**src/sv/pad_input_run_length_recorder_macros.svh**
```systemverilog
// Assertion macros for the pad input run-length recorder
`ifndef PAD_INPUT_RUN_LENGTH_RECORDER_MACROS_SVH
`define PAD_INPUT_RUN_LENGTH_RECORDER_MACROS_SVH

`ifndef SYNTH
`define PRLR_ASSERT_IMP(lbl, ante, cons) \
    lbl: assert property (@(posedge clk) disable iff (!rst_n) (ante) |-> (cons)) \
        else $error("assertion failed");
`define PRLR_ASSERT_NXT(lbl, ante, cons) \
    lbl: assert property (@(posedge clk) disable iff (!rst_n) (ante) |=> (cons)) \
        else $error("assertion failed");
`else
`define PRLR_ASSERT_IMP(lbl, ante, cons)
`define PRLR_ASSERT_NXT(lbl, ante, cons)
`endif

`endif

```
**src/sv/prlr_pkg.sv**
```systemverilog
// Shared types and constants of the pad input run-length recorder
package prlr_pkg;

    localparam int NUM_CH      = 5;
    localparam int QUEUE_DEPTH = 2;
    localparam int ADDR_W      = 3;

    localparam logic REG_CAMERA_MODE = 1'b0;
    localparam logic REG_LINK_MASK   = 1'b1;
    localparam logic [31:0] LINK_MASK_RESET = 32'h0000_0008;

    localparam logic [1:0] KIND_START  = 2'd0;
    localparam logic [1:0] KIND_SAMPLE = 2'd1;
    localparam logic [1:0] KIND_STOP   = 2'd2;

    localparam logic [2:0] CH_BUTTONS = 3'd0;
    localparam logic [2:0] CH_LAST    = 3'd4;

    typedef enum logic [2:0] {
        ST_RUN     = 3'd0,
        ST_CHUNK   = 3'd1,
        ST_DISCONN = 3'd2,
        ST_ORDER   = 3'd3,
        ST_REFUSED = 3'd4
    } status_t;

    typedef enum logic [2:0] {
        OP_START  = 3'd0,
        OP_STOP   = 3'd1,
        OP_REFUSE = 3'd2,
        OP_DISC   = 3'd3,
        OP_ORDER  = 3'd4,
        OP_SAMPLE = 3'd5
    } op_t;

    // a: step (sample) or quarter frame (order); b: frame after the request
    typedef struct packed {
        op_t                      op;
        logic [NUM_CH-1:0][31:0]  vals;
        logic                     pressed_nz;
        logic                     link;
        logic                     missed;
        logic [31:0]              a;
        logic [31:0]              b;
    } cmd_t;

endpackage

```
**src/sv/pad_input_run_length_recorder.sv**
```systemverilog
// Top level of the pad input run-length recorder
//
// Requests enter on req_valid/req_ready with kind and the pad sample fields; results
// leave on res_valid/res_ready, one record per accepted handshake, with last set on
// the final record a request causes. Registers camera_mode (0x0) and link_button_mask
// (0x4) are APB registers; users must write them while idle; the block does not check.
// The front accepts one request per cycle into a two-entry queue while the queue
// has room. The back walks the five channels serially, one channel per cycle unless
// a record waits for the result register, and fills it at most once per cycle:
//   start, stop: no record from the back; ignored and dropped requests never reach
//   the queue;
//   status-only records: written straight from idle;
//   samples: one scan step per channel, plus with a link press the five flush records
//   and the chunk length record.
// A stalled receiver holds the result register and stops the back; the queue then
// fills and req_ready drops. Reset clears all run state, the chunk counters,
// the queue and the result valid flag, and restores the register defaults.
module pad_input_run_length_recorder import prlr_pkg::*; #(
    parameter int MAX_CHUNKS = 16
) (
    input  logic              clk,
    input  logic              rst_n,
    input  logic              psel,
    input  logic              penable,
    input  logic              pwrite,
    input  logic [ADDR_W-1:0] paddr,
    input  logic [31:0]       pwdata,
    output logic [31:0]       prdata,
    output logic              pready,
    input  logic              req_valid,
    output logic              req_ready,
    input  logic [1:0]        kind,
    input  logic              connected,
    input  logic              in_stage,
    input  logic [31:0]       quarter_frame,
    input  logic [31:0]       buttons_down,
    input  logic [31:0]       buttons_hit,
    input  logic [7:0]        trigger_left,
    input  logic [7:0]        trigger_right,
    input  logic [31:0]       stick_magnitude,
    input  logic signed [15:0] stick_heading,
    input  logic              camera_present,
    input  logic signed [15:0] camera_angle,
    output logic              res_valid,
    input  logic              res_ready,
    output logic [2:0]        status,
    output logic [2:0]        channel,
    output logic [31:0]       start_frame,
    output logic [31:0]       duration,
    output logic [31:0]       run_value,
    output logic [3:0]        chunk_index,
    output logic              frames_missed,
    output logic              last
);

    logic                    q_push;
    logic                    q_full;
    logic                    q_pop;
    logic                    q_empty;
    cmd_t                    push_cmd;
    logic [$bits(cmd_t)-1:0] pop_bits;

    prlr_front u_front (
        .clk             (clk),
        .rst_n           (rst_n),
        .psel            (psel),
        .penable         (penable),
        .pwrite          (pwrite),
        .paddr           (paddr),
        .pwdata          (pwdata),
        .prdata          (prdata),
        .pready          (pready),
        .req_valid       (req_valid),
        .req_ready       (req_ready),
        .kind            (kind),
        .connected       (connected),
        .in_stage        (in_stage),
        .quarter_frame   (quarter_frame),
        .buttons_down    (buttons_down),
        .buttons_hit     (buttons_hit),
        .trigger_left    (trigger_left),
        .trigger_right   (trigger_right),
        .stick_magnitude (stick_magnitude),
        .stick_heading   (stick_heading),
        .camera_present  (camera_present),
        .camera_angle    (camera_angle),
        .q_push          (q_push),
        .q_cmd           (push_cmd),
        .q_full          (q_full)
    );

    prlr_fifo #(
        .WIDTH ($bits(cmd_t)),
        .DEPTH (QUEUE_DEPTH)
    ) u_queue (
        .clk       (clk),
        .rst_n     (rst_n),
        .push      (q_push),
        .push_data (push_cmd),
        .full      (q_full),
        .pop       (q_pop),
        .pop_data  (pop_bits),
        .empty     (q_empty)
    );

    prlr_back #(
        .MAX_CHUNKS (MAX_CHUNKS)
    ) u_back (
        .clk           (clk),
        .rst_n         (rst_n),
        .q_empty       (q_empty),
        .q_cmd         (cmd_t'(pop_bits)),
        .q_pop         (q_pop),
        .res_valid     (res_valid),
        .res_ready     (res_ready),
        .status        (status),
        .channel       (channel),
        .start_frame   (start_frame),
        .duration      (duration),
        .run_value     (run_value),
        .chunk_index   (chunk_index),
        .frames_missed (frames_missed),
        .last          (last)
    );

endmodule

```
**src/sv/prlr_fifo.sv**
```systemverilog
// Small request queue between the front and back parts
module prlr_fifo #(
    parameter int WIDTH = 8,
    parameter int DEPTH = 2
) (
    input  logic             clk,
    input  logic             rst_n,
    input  logic             push,
    input  logic [WIDTH-1:0] push_data,
    output logic             full,
    input  logic             pop,
    output logic [WIDTH-1:0] pop_data,
    output logic             empty
);

    localparam int PW = (DEPTH > 1) ? $clog2(DEPTH) : 1;
    localparam int CW = $clog2(DEPTH + 1);

    logic [WIDTH-1:0] entry_reg [DEPTH];
    logic [PW-1:0]    wr_ptr_reg, wr_ptr_next;
    logic [PW-1:0]    rd_ptr_reg, rd_ptr_next;
    logic [CW-1:0]    count_reg, count_next;
    logic             do_push, do_pop;

    assign full     = (count_reg == CW'(DEPTH));
    assign empty    = (count_reg == '0);
    assign pop_data = entry_reg[rd_ptr_reg];
    assign do_push  = push && !full;
    assign do_pop   = pop && !empty;

    always_comb
    begin
        wr_ptr_next = wr_ptr_reg;
        rd_ptr_next = rd_ptr_reg;
        count_next  = count_reg;
        if (do_push)
        begin
            wr_ptr_next = (wr_ptr_reg == PW'(DEPTH - 1)) ? '0 : wr_ptr_reg + PW'(1);
        end
        if (do_pop)
        begin
            rd_ptr_next = (rd_ptr_reg == PW'(DEPTH - 1)) ? '0 : rd_ptr_reg + PW'(1);
        end
        if (do_push && !do_pop)
        begin
            count_next = count_reg + CW'(1);
        end
        else if (do_pop && !do_push)
        begin
            count_next = count_reg - CW'(1);
        end
    end

    always_ff @(posedge clk or negedge rst_n)
    begin
        if (!rst_n)
        begin
            wr_ptr_reg <= '0;
            rd_ptr_reg <= '0;
            count_reg  <= '0;
        end
        else
        begin
            wr_ptr_reg <= wr_ptr_next;
            rd_ptr_reg <= rd_ptr_next;
            count_reg  <= count_next;
        end
    end

    always_ff @(posedge clk)
    begin
        if (do_push)
        begin
            entry_reg[wr_ptr_reg] <= push_data;
        end
    end

endmodule

```
**src/sv/prlr_front.sv**
```systemverilog
// Front part: register port, request classification and frame tracking
module prlr_front import prlr_pkg::*; (
    input  logic              clk,
    input  logic              rst_n,
    input  logic              psel,
    input  logic              penable,
    input  logic              pwrite,
    input  logic [ADDR_W-1:0] paddr,
    input  logic [31:0]       pwdata,
    output logic [31:0]       prdata,
    output logic              pready,
    input  logic              req_valid,
    output logic              req_ready,
    input  logic [1:0]        kind,
    input  logic              connected,
    input  logic              in_stage,
    input  logic [31:0]       quarter_frame,
    input  logic [31:0]       buttons_down,
    input  logic [31:0]       buttons_hit,
    input  logic [7:0]        trigger_left,
    input  logic [7:0]        trigger_right,
    input  logic [31:0]       stick_magnitude,
    input  logic signed [15:0] stick_heading,
    input  logic              camera_present,
    input  logic signed [15:0] camera_angle,
    output logic              q_push,
    output cmd_t              q_cmd,
    input  logic              q_full
);

    logic        camera_mode_reg, camera_mode_next;
    logic [31:0] link_mask_reg, link_mask_next;
    logic        recording_reg, recording_next;
    logic [31:0] last_frame_reg, last_frame_next;

    logic        accept;
    logic        cfg_wr;
    logic [31:0] step;
    logic [15:0] dir;

    assign pready    = 1'b1;
    assign req_ready = !q_full;
    assign accept    = req_valid && req_ready;
    assign cfg_wr    = psel && penable && pwrite;
    assign prdata    = (paddr[2] == REG_LINK_MASK) ? link_mask_reg
                                                   : {31'd0, camera_mode_reg};

    assign step = in_stage ? (quarter_frame - last_frame_reg) : 32'd1;
    assign dir  = (camera_mode_reg && camera_present) ? (stick_heading + camera_angle)
                                                      : stick_heading;

    always_comb
    begin
        camera_mode_next = camera_mode_reg;
        link_mask_next   = link_mask_reg;
        recording_next   = recording_reg;
        last_frame_next  = last_frame_reg;
        q_push           = 1'b0;

        q_cmd            = '0;
        q_cmd.op         = OP_SAMPLE;
        q_cmd.vals[0]    = buttons_down & ~link_mask_reg;
        q_cmd.vals[1]    = {24'd0, trigger_left};
        q_cmd.vals[2]    = {24'd0, trigger_right};
        q_cmd.vals[3]    = stick_magnitude;
        q_cmd.vals[4]    = {16'd0, dir};
        q_cmd.pressed_nz = (buttons_hit & ~link_mask_reg) != 32'd0;
        q_cmd.link       = (buttons_hit & link_mask_reg) != 32'd0;
        q_cmd.missed     = in_stage && (step > 32'd1);
        q_cmd.a          = step;
        q_cmd.b          = last_frame_reg + step;

        if (cfg_wr)
        begin
            if (paddr[2] == REG_LINK_MASK)
            begin
                link_mask_next = pwdata;
            end
            else
            begin
                camera_mode_next = pwdata[0];
            end
        end

        if (accept)
        begin
            case (kind)
                KIND_START:
                begin
                    if (!in_stage && camera_mode_reg)
                    begin
                        q_push   = 1'b1;
                        q_cmd.op = OP_REFUSE;
                    end
                    else
                    begin
                        q_push          = 1'b1;
                        q_cmd.op        = OP_START;
                        q_cmd.b         = in_stage ? quarter_frame : 32'd0;
                        last_frame_next = q_cmd.b;
                        recording_next  = 1'b1;
                    end
                end
                KIND_STOP:
                begin
                    q_push         = 1'b1;
                    q_cmd.op       = OP_STOP;
                    q_cmd.b        = last_frame_reg;
                    recording_next = 1'b0;
                end
                KIND_SAMPLE:
                begin
                    if (recording_reg)
                    begin
                        if (!connected)
                        begin
                            q_push   = 1'b1;
                            q_cmd.op = OP_DISC;
                        end
                        else if (in_stage && step[31])
                        begin
                            q_push         = 1'b1;
                            q_cmd.op       = OP_ORDER;
                            q_cmd.a        = quarter_frame;
                            q_cmd.b        = last_frame_reg;
                            recording_next = 1'b0;
                        end
                        else if (step != 32'd0)
                        begin
                            q_push          = 1'b1;
                            last_frame_next = q_cmd.b;
                        end
                    end
                end
                default:
                begin
                    q_push = 1'b0;
                end
            endcase
        end
    end

    always_ff @(posedge clk or negedge rst_n)
    begin
        if (!rst_n)
        begin
            camera_mode_reg <= 1'b0;
            link_mask_reg   <= LINK_MASK_RESET;
            recording_reg   <= 1'b0;
            last_frame_reg  <= 32'd0;
        end
        else
        begin
            camera_mode_reg <= camera_mode_next;
            link_mask_reg   <= link_mask_next;
            recording_reg   <= recording_next;
            last_frame_reg  <= last_frame_next;
        end
    end

endmodule

```
**src/sv/prlr_back.sv**
```systemverilog
// Back part: per-channel run state, chunk bookkeeping and result output register
`include "pad_input_run_length_recorder_macros.svh"

module prlr_back import prlr_pkg::*; #(
    parameter int MAX_CHUNKS = 16
) (
    input  logic        clk,
    input  logic        rst_n,
    input  logic        q_empty,
    input  cmd_t        q_cmd,
    output logic        q_pop,
    output logic        res_valid,
    input  logic        res_ready,
    output logic [2:0]  status,
    output logic [2:0]  channel,
    output logic [31:0] start_frame,
    output logic [31:0] duration,
    output logic [31:0] run_value,
    output logic [3:0]  chunk_index,
    output logic        frames_missed,
    output logic        last
);

    localparam int CW = (MAX_CHUNKS > 1) ? $clog2(MAX_CHUNKS) : 1;

    typedef enum logic [3:0] {
        BS_IDLE  = 4'b0001,
        BS_SCAN  = 4'b0010,
        BS_FLUSH = 4'b0100,
        BS_CHUNK = 4'b1000
    } bstate_t;

    typedef struct packed {
        status_t     status;
        logic [2:0]  channel;
        logic [31:0] start_frame;
        logic [31:0] duration;
        logic [31:0] run_value;
        logic [3:0]  chunk_index;
        logic        missed;
        logic        last;
    } res_t;

    bstate_t                 state_reg, state_next;
    cmd_t                    cmd_reg, cmd_next;
    logic [NUM_CH-1:0]       mask_reg, mask_next;
    logic [2:0]              ch_reg, ch_next;
    logic [NUM_CH-1:0][31:0] run_start_reg, run_start_next;
    logic [NUM_CH-1:0][31:0] run_frames_reg, run_frames_next;
    logic [NUM_CH-1:0][31:0] run_held_reg, run_held_next;
    logic [31:0]             chunk_start_reg, chunk_start_next;
    logic [CW-1:0]           chunk_num_reg, chunk_num_next;
    logic                    res_valid_reg, res_valid_next;
    res_t                    res_reg, res_next;

    logic              slot_free;
    logic              emit;
    logic [31:0]       frames;
    logic [31:0]       chunk_ext;
    logic [CW:0]       chunk_inc;
    logic              no_more;
    logic [NUM_CH-1:0] head_mask;

    assign slot_free = !res_valid_reg || res_ready;
    assign frames    = run_frames_reg[ch_reg] + cmd_reg.a;
    assign chunk_ext = 32'(chunk_num_reg);
    assign chunk_inc = {1'b0, chunk_num_reg} + (CW + 1)'(1);

    always_comb
    begin
        no_more = 1'b1;
        for (int i = 0; i < NUM_CH; i++)
        begin
            if ((3'(i) > ch_reg) && mask_reg[i])
            begin
                no_more = 1'b0;
            end
        end
        for (int i = 0; i < NUM_CH; i++)
        begin
            head_mask[i] = q_cmd.vals[i] != run_held_reg[i];
        end
        head_mask[0] = head_mask[0] || q_cmd.pressed_nz;
    end

    always_comb
    begin
        state_next       = state_reg;
        cmd_next         = cmd_reg;
        mask_next        = mask_reg;
        ch_next          = ch_reg;
        run_start_next   = run_start_reg;
        run_frames_next  = run_frames_reg;
        run_held_next    = run_held_reg;
        chunk_start_next = chunk_start_reg;
        chunk_num_next   = chunk_num_reg;
        q_pop            = 1'b0;
        emit             = 1'b0;

        res_next             = '0;
        res_next.status      = ST_RUN;
        res_next.chunk_index = chunk_ext[3:0];

        case (state_reg)
            BS_IDLE:
            begin
                if (!q_empty)
                begin
                    case (q_cmd.op)
                        OP_START:
                        begin
                            q_pop            = 1'b1;
                            chunk_num_next   = '0;
                            chunk_start_next = q_cmd.b;
                            run_start_next   = '0;
                            run_frames_next  = '0;
                            run_held_next    = '0;
                        end
                        OP_STOP:
                        begin
                            q_pop            = 1'b1;
                            chunk_start_next = q_cmd.b;
                            run_start_next   = '0;
                            run_frames_next  = '0;
                            run_held_next    = '0;
                        end
                        OP_REFUSE, OP_DISC:
                        begin
                            if (slot_free)
                            begin
                                q_pop           = 1'b1;
                                emit            = 1'b1;
                                res_next.status = (q_cmd.op == OP_REFUSE) ? ST_REFUSED
                                                                          : ST_DISCONN;
                                res_next.last   = 1'b1;
                            end
                        end
                        OP_ORDER:
                        begin
                            if (slot_free)
                            begin
                                q_pop                = 1'b1;
                                emit                 = 1'b1;
                                res_next.status      = ST_ORDER;
                                res_next.start_frame = q_cmd.a;
                                res_next.last        = 1'b1;
                                chunk_start_next     = q_cmd.b;
                                run_start_next       = '0;
                                run_frames_next      = '0;
                                run_held_next        = '0;
                            end
                        end
                        OP_SAMPLE:
                        begin
                            q_pop      = 1'b1;
                            cmd_next   = q_cmd;
                            mask_next  = head_mask;
                            ch_next    = CH_BUTTONS;
                            state_next = BS_SCAN;
                        end
                        default:
                        begin
                            q_pop = 1'b1;
                        end
                    endcase
                end
            end
            BS_SCAN:
            begin
                if (!mask_reg[ch_reg] || slot_free)
                begin
                    if (mask_reg[ch_reg])
                    begin
                        emit                    = 1'b1;
                        res_next.channel        = ch_reg;
                        res_next.start_frame    = run_start_reg[ch_reg];
                        res_next.duration       = frames;
                        res_next.run_value      = run_held_reg[ch_reg];
                        res_next.missed         = cmd_reg.missed;
                        res_next.last           = !cmd_reg.link && no_more;
                        run_start_next[ch_reg]  = cmd_reg.b;
                        run_frames_next[ch_reg] = 32'd0;
                        run_held_next[ch_reg]   = cmd_reg.vals[ch_reg];
                    end
                    else
                    begin
                        run_frames_next[ch_reg] = frames;
                    end
                    if (ch_reg == CH_LAST)
                    begin
                        ch_next    = CH_BUTTONS;
                        state_next = cmd_reg.link ? BS_FLUSH : BS_IDLE;
                    end
                    else
                    begin
                        ch_next = ch_reg + 3'd1;
                    end
                end
            end
            BS_FLUSH:
            begin
                if (slot_free)
                begin
                    emit                 = 1'b1;
                    res_next.channel     = ch_reg;
                    res_next.start_frame = run_start_reg[ch_reg];
                    res_next.duration    = run_frames_reg[ch_reg];
                    res_next.run_value   = run_held_reg[ch_reg];
                    res_next.missed      = cmd_reg.missed;
                    if (ch_reg == CH_LAST)
                    begin
                        ch_next    = CH_BUTTONS;
                        state_next = BS_CHUNK;
                    end
                    else
                    begin
                        ch_next = ch_reg + 3'd1;
                    end
                end
            end
            BS_CHUNK:
            begin
                if (slot_free)
                begin
                    emit                 = 1'b1;
                    res_next.status      = ST_CHUNK;
                    res_next.start_frame = chunk_start_reg;
                    res_next.duration    = cmd_reg.b - chunk_start_reg;
                    res_next.missed      = cmd_reg.missed;
                    res_next.last        = 1'b1;
                    if (chunk_inc < (CW + 1)'(MAX_CHUNKS))
                    begin
                        chunk_num_next = chunk_inc[CW-1:0];
                    end
                    chunk_start_next = cmd_reg.b;
                    run_start_next   = '0;
                    run_frames_next  = '0;
                    run_held_next    = '0;
                    state_next       = BS_IDLE;
                end
            end
            default:
            begin
                state_next = BS_IDLE;
            end
        endcase

        if (emit)
        begin
            res_valid_next = 1'b1;
        end
        else
        begin
            res_valid_next = res_valid_reg && !res_ready;
        end
    end

    always_ff @(posedge clk or negedge rst_n)
    begin
        if (!rst_n)
        begin
            state_reg       <= BS_IDLE;
            mask_reg        <= '0;
            ch_reg          <= CH_BUTTONS;
            run_start_reg   <= '0;
            run_frames_reg  <= '0;
            run_held_reg    <= '0;
            chunk_start_reg <= 32'd0;
            chunk_num_reg   <= '0;
            res_valid_reg   <= 1'b0;
        end
        else
        begin
            state_reg       <= state_next;
            mask_reg        <= mask_next;
            ch_reg          <= ch_next;
            run_start_reg   <= run_start_next;
            run_frames_reg  <= run_frames_next;
            run_held_reg    <= run_held_next;
            chunk_start_reg <= chunk_start_next;
            chunk_num_reg   <= chunk_num_next;
            res_valid_reg   <= res_valid_next;
        end
    end

    always_ff @(posedge clk)
    begin
        cmd_reg <= cmd_next;
        if (emit)
        begin
            res_reg <= res_next;
        end
    end

    assign res_valid     = res_valid_reg;
    assign status        = res_reg.status;
    assign channel       = res_reg.channel;
    assign start_frame   = res_reg.start_frame;
    assign duration      = res_reg.duration;
    assign run_value     = res_reg.run_value;
    assign chunk_index   = res_reg.chunk_index;
    assign frames_missed = res_reg.missed;
    assign last          = res_reg.last;

    `PRLR_ASSERT_IMP(a_flush_needs_link, (state_reg == BS_FLUSH) || (state_reg == BS_CHUNK), cmd_reg.link)
    `PRLR_ASSERT_IMP(a_channel_range, state_reg != BS_IDLE, ch_reg <= CH_LAST)
    `PRLR_ASSERT_IMP(a_single_is_last, res_valid_reg && (res_reg.status != ST_RUN), res_reg.last)
    `PRLR_ASSERT_NXT(a_chunk_ends_item, emit && (state_reg == BS_CHUNK), state_reg == BS_IDLE)

endmodule

```
**config.mk**
```make
export PLATFORM = sky130hd
export DESIGN_NAME = pad_input_run_length_recorder
export DESIGN_NICKNAME = d
export VERILOG_FILES = /design/src/sv/prlr_pkg.sv /design/src/sv/pad_input_run_length_recorder.sv /design/src/sv/prlr_fifo.sv /design/src/sv/prlr_front.sv /design/src/sv/prlr_back.sv
export VERILOG_INCLUDE_DIRS = /design/src /design/src/sv
export SDC_FILE = /design/constraint.sdc
export NUM_CORES = 2
export LEC_CHECK = 0
export BUFFER_PORTS_ARGS = -buffer_cell sky130_fd_sc_hd__buf_2
export CORE_MARGIN = 2
export CORE_UTILIZATION = 56
export CTS_CLUSTER_SIZE = 20
export DETAILED_ROUTE_END_ITERATION = 16
export MAX_ROUTING_LAYER = met4
export PLACE_DENSITY_LB_ADDON = 0.3
export SYNTH_ARGS = -nofsm -noshare
export SYNTH_HDL_FRONTEND = slang
export SYNTH_SLANG_ARGS = --single-unit
```
**constraint.sdc**
```tcl
create_clock -name clk -period 33.9 [get_ports clk]
set_input_delay 3.39 -clock clk [delete_from_list [all_inputs] [get_ports clk]]
set_output_delay 3.39 -clock clk [all_outputs]
set_load 0.02 [all_outputs]
```
# After elaboration in Yosys (flattened, before gate mapping)

Memories as Yosys holds them, arrays and structs flattened.
Index checks and enable logic that the tools add are counted.

Equal/unequal tests: 35
Multiplexer cells: 137
Reduce and logical (&&, ||, !) cells: 59
Add/subtract/negate cells: 11
Order comparisons: 9
Bitwise gates (word level): 8

Operators with widths:

| operator                                                                         | number |
|---|---|
| 160-bit 2-to-1 mux                                                               | 12 |
| 160-bit case mux with 3 select lines                                             | 3 |
| 160-bit case mux with 2 select lines                                             | 3 |
| 32-bit 2-to-1 mux                                                                | 21 |
| 160-bit bitwise mux                                                              | 3 |
| 32-bit binary-select mux with 3-bit select                                       | 4 |
| 64-bit 2-to-1 mux                                                                | 5 |
| 99-bit 2-to-1 mux                                                                | 3 |
| 32-bit case mux with 2 select lines                                              | 4 |
| 32-bit case mux with 3 select lines                                              | 2 |
| 160-bit AND                                                                      | 1 |
| 32-bit inequality test                                                           | 5 |
| 160-bit NOT                                                                      | 1 |
| 32-bit case mux with 4 select lines                                              | 1 |
| 32-bit AND                                                                       | 3 |
| 32-bit demux with 3-bit select                                                   | 1 |
| 32-bit nonzero test                                                              | 3 |
| 32-bit adder                                                                     | 2 |
| 32-bit subtractor                                                                | 2 |
| 4-bit 2-to-1 mux                                                                 | 11 |
| 3-bit 2-to-1 mux                                                                 | 12 |
| 32-bit by 1-bit greater-than comparator with 1-bit output, second input constant | 1 |
| 32-bit NOT                                                                       | 1 |
| 1-bit 2-to-1 mux                                                                 | 31 |
| 49 further kinds                                                                 | 124 |

Memories kept: 1
Logic and storage cells: 305
Bits in registers: 933
Memory bits (writable): 332
Bits of input ports: 223

Memory list:

| memory            | words | bits a word | read ports | clocked after Yosys merged registers in | write ports | line            | text |
|---|---|---|---|---|---|---|---|
| u_queue.entry_reg | 2     | 166         | 1          | 0                                       | 1           | prlr_fifo.sv:19 | `logic [WIDTH-1:0] entry_reg [DEPTH];` |

# Depth between registers and ports, before layout

Depth in word-level cells: 14
Gate-level depth with buffers: 22

# Modules after synthesis

A second synthesis with hierarchy kept.

Cell total of the unflattened synthesis: 5341
Area total of the unflattened synthesis: 67250.7 um^2

By module, submodules not included:

| module     | cells an instance | times used | area each (um^2) |
|---|---|---|---|
| prlr_back  | 3184              | 1          | 39048.7 |
| prlr_fifo  | 735               | 1          | 17626.9 |
| prlr_front | 1422              | 1          | 10575.1 |

# Least setup slack after synthesis

Ideal clock, no wire load.

Kind: input port to flip-flop
Start: input quarter_frame[0]
End: memory u_queue.entry_reg[0][0] in the netlist's numbering, enable pin
Buffers on the path: 0
Data required time: 32.963 ns
Cell stages on the path: 13
Data arrival time: 18.296 ns
Setup slack: 14.667 ns
Cell sequence: inv_1 ha_1 fa_1 nor2b_1 o22ai_1 o21a_1 a2111oi_0 o211ai_1 o31ai_1 o31ai_1 mux2i_1 o41ai_2 a211oi_1

Word-level cells in the longest chain between the ends: 12

RTL lines:

| element                                    | line                                | text |
|---|---|---|
| start, declared                            | pad_input_run_length_recorder.sv:35 | `input logic [31:0] quarter_frame,` |
| 32-bit subtractor (*)                      | prlr_front.sv:48                    | `assign step = in_stage ? (quarter_frame - last_frame_reg) : 32'd1;` |
| 32-bit 2-to-1 mux (*)                      | prlr_front.sv:48                    |  |
| 32-bit nonzero test                        | prlr_front.sv:128                   | `else if (step != 32'd0)` |
| 1-bit 2-to-1 mux                           | prlr_front.sv:128                   |  |
| 1-bit 2-to-1 mux (*)                       | prlr_front.sv:120                   | `else if (in_stage && step[31])` |
| 1-bit 2-to-1 mux (*)                       | prlr_front.sv:115                   | `if (!connected)` |
| 1-bit 2-to-1 mux (*)                       | prlr_front.sv:113                   | `if (recording_reg)` |
| 1-bit case mux with 2 select lines (*)     | prlr_front.sv:87                    | `case (kind)` |
| 1-bit 2-to-1 mux (*)                       | prlr_front.sv:85                    | `if (accept)` |
| 1-bit logical AND (*)                      | prlr_fifo.sv:28                     | `assign do_push = push && !full;` |
| 1-bit 2-to-1 mux (*)                       | prlr_fifo.sv:72                     | `if (do_push)` |
| 1-bit 2-to-1 mux (implied by the code) (*) | prlr_fifo.sv:74                     | `entry_reg[wr_ptr_reg] <= push_data;` |
| end, declared                              | prlr_fifo.sv:19                     |  |

Every way passes the cells marked *; elsewhere a longest branch is shown, timed or not.

# Worst setup path after layout

Start: input quarter_frame[0]
End: memory u_queue.entry_reg[0][139] in the netlist's numbering, enable pin

The elaborated chain is that of the path after synthesis.

==> results.md <==
- Clk_skew: 0.0334 ns
- Die Area: 107,000 um^2
- Clock Pin Slew Worst Setup and Hold Paths: 0.06 ns
- Hold_buf cts: 0
- Max Freq: 0.114 GHz
- Vias in the first global route: 41.9k
- CP top delay family: compound AO/OA/AOI/OAI gates
- Register area: 33,100 um^2
- Hold Vio Cnt, Final: 0
- Clock sink count: 1,201
- Via/cell ratio: 6.48
- Worst setup SP type: input port
- IO Count: 366
- Max reg flops: 332
- Fin crit period: 8.75 ns
- TritonCTS clock tree: yes
- Most common cell after layout, fill and taps aside: edfxtp_1
- RSZ-0062 raised after global routing: no
- Global-route wire length before repair: 268 mm
- Via count: 44.1k
- CP arrival: 9.04 ns
- 1st-iter DRT viols: 6,191
- Endpoint class of the critical path: register
- Crit share post-route: 0.258
- Post-synth EDFFs: 602
- Worst-margin pin slew: 1.26 ns
- Seq/Total Area, Yosys: 0.566
- Clock buffer depth: 3
- Synth top area share: 0.310
- Peak supply drop: 0.0000990 V
- Final setup fails: 0
- Unique masters post-synth: 84
- Slowest stage delay, CP: 0.96 ns
- Total of max-cap violations: 0
- Die Height: 327 um
- Largest net degree at the start of global routing: 177
- Final #Nets: 5,687
- Final WS setup: 25.15 ns
- H-Tree Level Count: 3
- DPL Wire Length: 121 mm
- GRT Residual Overflow: 0
- CP max stage cell: a2111oi_0
- Initial Utilization: 0.564
- Synthesis-to-finish area growth: 12.3%
- PwrDens: 89.1 nW/um^2
- Root Buffer: clkbuf_16
- Pleak: 27.2 nW
- Multi-input logic area: 23,800 um^2
- Post-CTS Repair Setup Buffers: 0
- Resize count post-CTS: 0
- Core ar.: 103,000 um^2
- # rows: 118
- Pre-Repair DR Iteration Count: 6
- Pre-CTS setup slack: 24.76 ns
- Total Power: 5.84 mW
- Ratio of cells with drive above 1 in the final layout: 0.167
- Synth Area per Inst: 11.6 um^2
- Buffers plus inverters on the worst setup path: 3
- Netlist Area Pre-Place: 58,400 um^2
- GRT Total Usage: 0.344
- Layout fillers: 8,022
- DRC viols: 0
- Routed WL: 181 mm
- Cell taking the most area after synthesis: edfxtp_1
- Hold Crit Class: reg -> reg
- Setup tns final: 0 ns
- Cells after Synth: 5,050
- Worst-skew pair later-pin latency: 0.72 ns
- Routed WL per cell: 26.6 um
- RD Place Congestion: 0.970
- Worst Path Required: 34.18 ns
- Slew HR: 0.160
- CP max FO: 166
- Synth top area cells: edfxtp_1, dfrtp_1, mux2_2
- Util after Layout: 0.633
- YS warnings: 0
- Most frequent cells in the layout: edfxtp_1, dfrtp_1, nand2_1
- Synth async-reset ratio: 0.499
- IO buf count: 362
- Seq cells post-synth: 1,201
- Ys flop type: edfxtp_1
- Chip width: 327 um
- Initial antenna violation count: 15
- CTS buffer count: 120
- Crit-path cells: buf_2, inv_1, ha_1, fa_1, nor2b_1, o22ai_1, o21a_1, a2111oi_0, o211ai_1, o31ai_1, xnor2_1, nor2_1, or4b_1, o41ai_2, a211oi_4, buf_12
- Net count after synthesis: 5,421
- Outcome: finished, final reports clean
- Class of the most critical setup path: in -> reg
- Final Max Slew Viols: 0
- DRT antenna net count: 0
==> cell usage after synthesis, drive strengths merged, types with 73 or more instances <==
master    n
dfrtp   597
a21oi   222
edfxtp  602
inv     170
nor2    256
xor2     97
o22ai    73
o21ai   380
mux2i   179
a22o    255
a22oi   126
ha      143
and2    109
nor2b    76
clkbuf  240
mux2    238
xnor2    87
nand2   501
==> cells by family after synthesis <==
kind of cell | synth area share
flops | 0.566
other cells | 0.0000642
fa+ha+maj | 0.0324
compound gates | 0.161
simple gates | 0.101
xor+xnor | 0.0280
mux | 0.0816
buf+inv | 0.0295
==> final timing paths <==
check                      cells past startpoint  slack, ns                        end                startpoint
setup / recovery                              16      25.15  u_queue.entry_reg[0][139]          quarter_frame[0]
hold / removal                                 2       0.48   u_back.run_start_reg[29]  u_back.run_start_reg[29]
setup reg to reg                              18      27.07        u_back.duration[31]          u_back.ch_reg[2]
hold reg to reg                                2       0.48   u_back.run_start_reg[29]  u_back.run_start_reg[29]
max in group asynchronous                      3      28.72         u_queue.rd_ptr_reg                     rst_n
min in group asynchronous                      1       2.72   u_back.run_held_reg[158]                     rst_n
==> final cells by class <==
type                            count  share of cell area
Tap cell                         1380              0.0263
Multi-Input combinational cell   3396               0.364
Clock inverter                     61             0.00790
Inverter                          172             0.00993
Clock buffer                      167              0.0512
Sequential cell                  1201               0.505
Antenna cell                       11            0.000420
Timing Repair Buffer              425              0.0356
==> power breakdown <==
group	switching (mW)	internal [mW]	total, mW
clock network	0.570	0.744	1.31
logic	1.66	0.771	2.43
registers	0.174	1.93	2.10
==> metal layers <==
layer | up-vias | GRT usage | share of wire
met5 | - | - | 0
met4 | 0 | 0.107 | 0.032
met3 | 341 | 0.0982 | 0.12
met2 | 2652 | 0.487 | 0.44
met1 | 21800 | 0.481 | 0.41
li1 | 19300 | - | -
==> worst register-to-register path: stages, from the launching register on <==
cell and delay (ns):
dfrtp_4 0.71, clkinv_1 0.15, buf_4 0.60, nand2_1 0.41, nor2_2 0.63, buf_4 0.56, a221o_1 0.27, ha_1 0.29
a21o_1 0.20, a21o_1 0.18, a21o_1 0.20, a221oi_1 0.36, nand4b_1 0.24, a311oi_1 0.57, o31ai_1 0.14, a21oi_1 0.21
xnor2_1 0.22, a21oi_1 0.34, o311ai_0 0.24
==> through the flow <==
stage	std cells	instance area, um^2	hold WS, ns
CTS	6802	65500	0.481
detailed placement	6574	61600	0.468
finish	6813	65500	0.478
global route	6812	65500	0.499
global placement	6574	61600	0.457
floorplan	5050	58400	0.443
No activity file was read; power rests on OpenSTA's default activity.
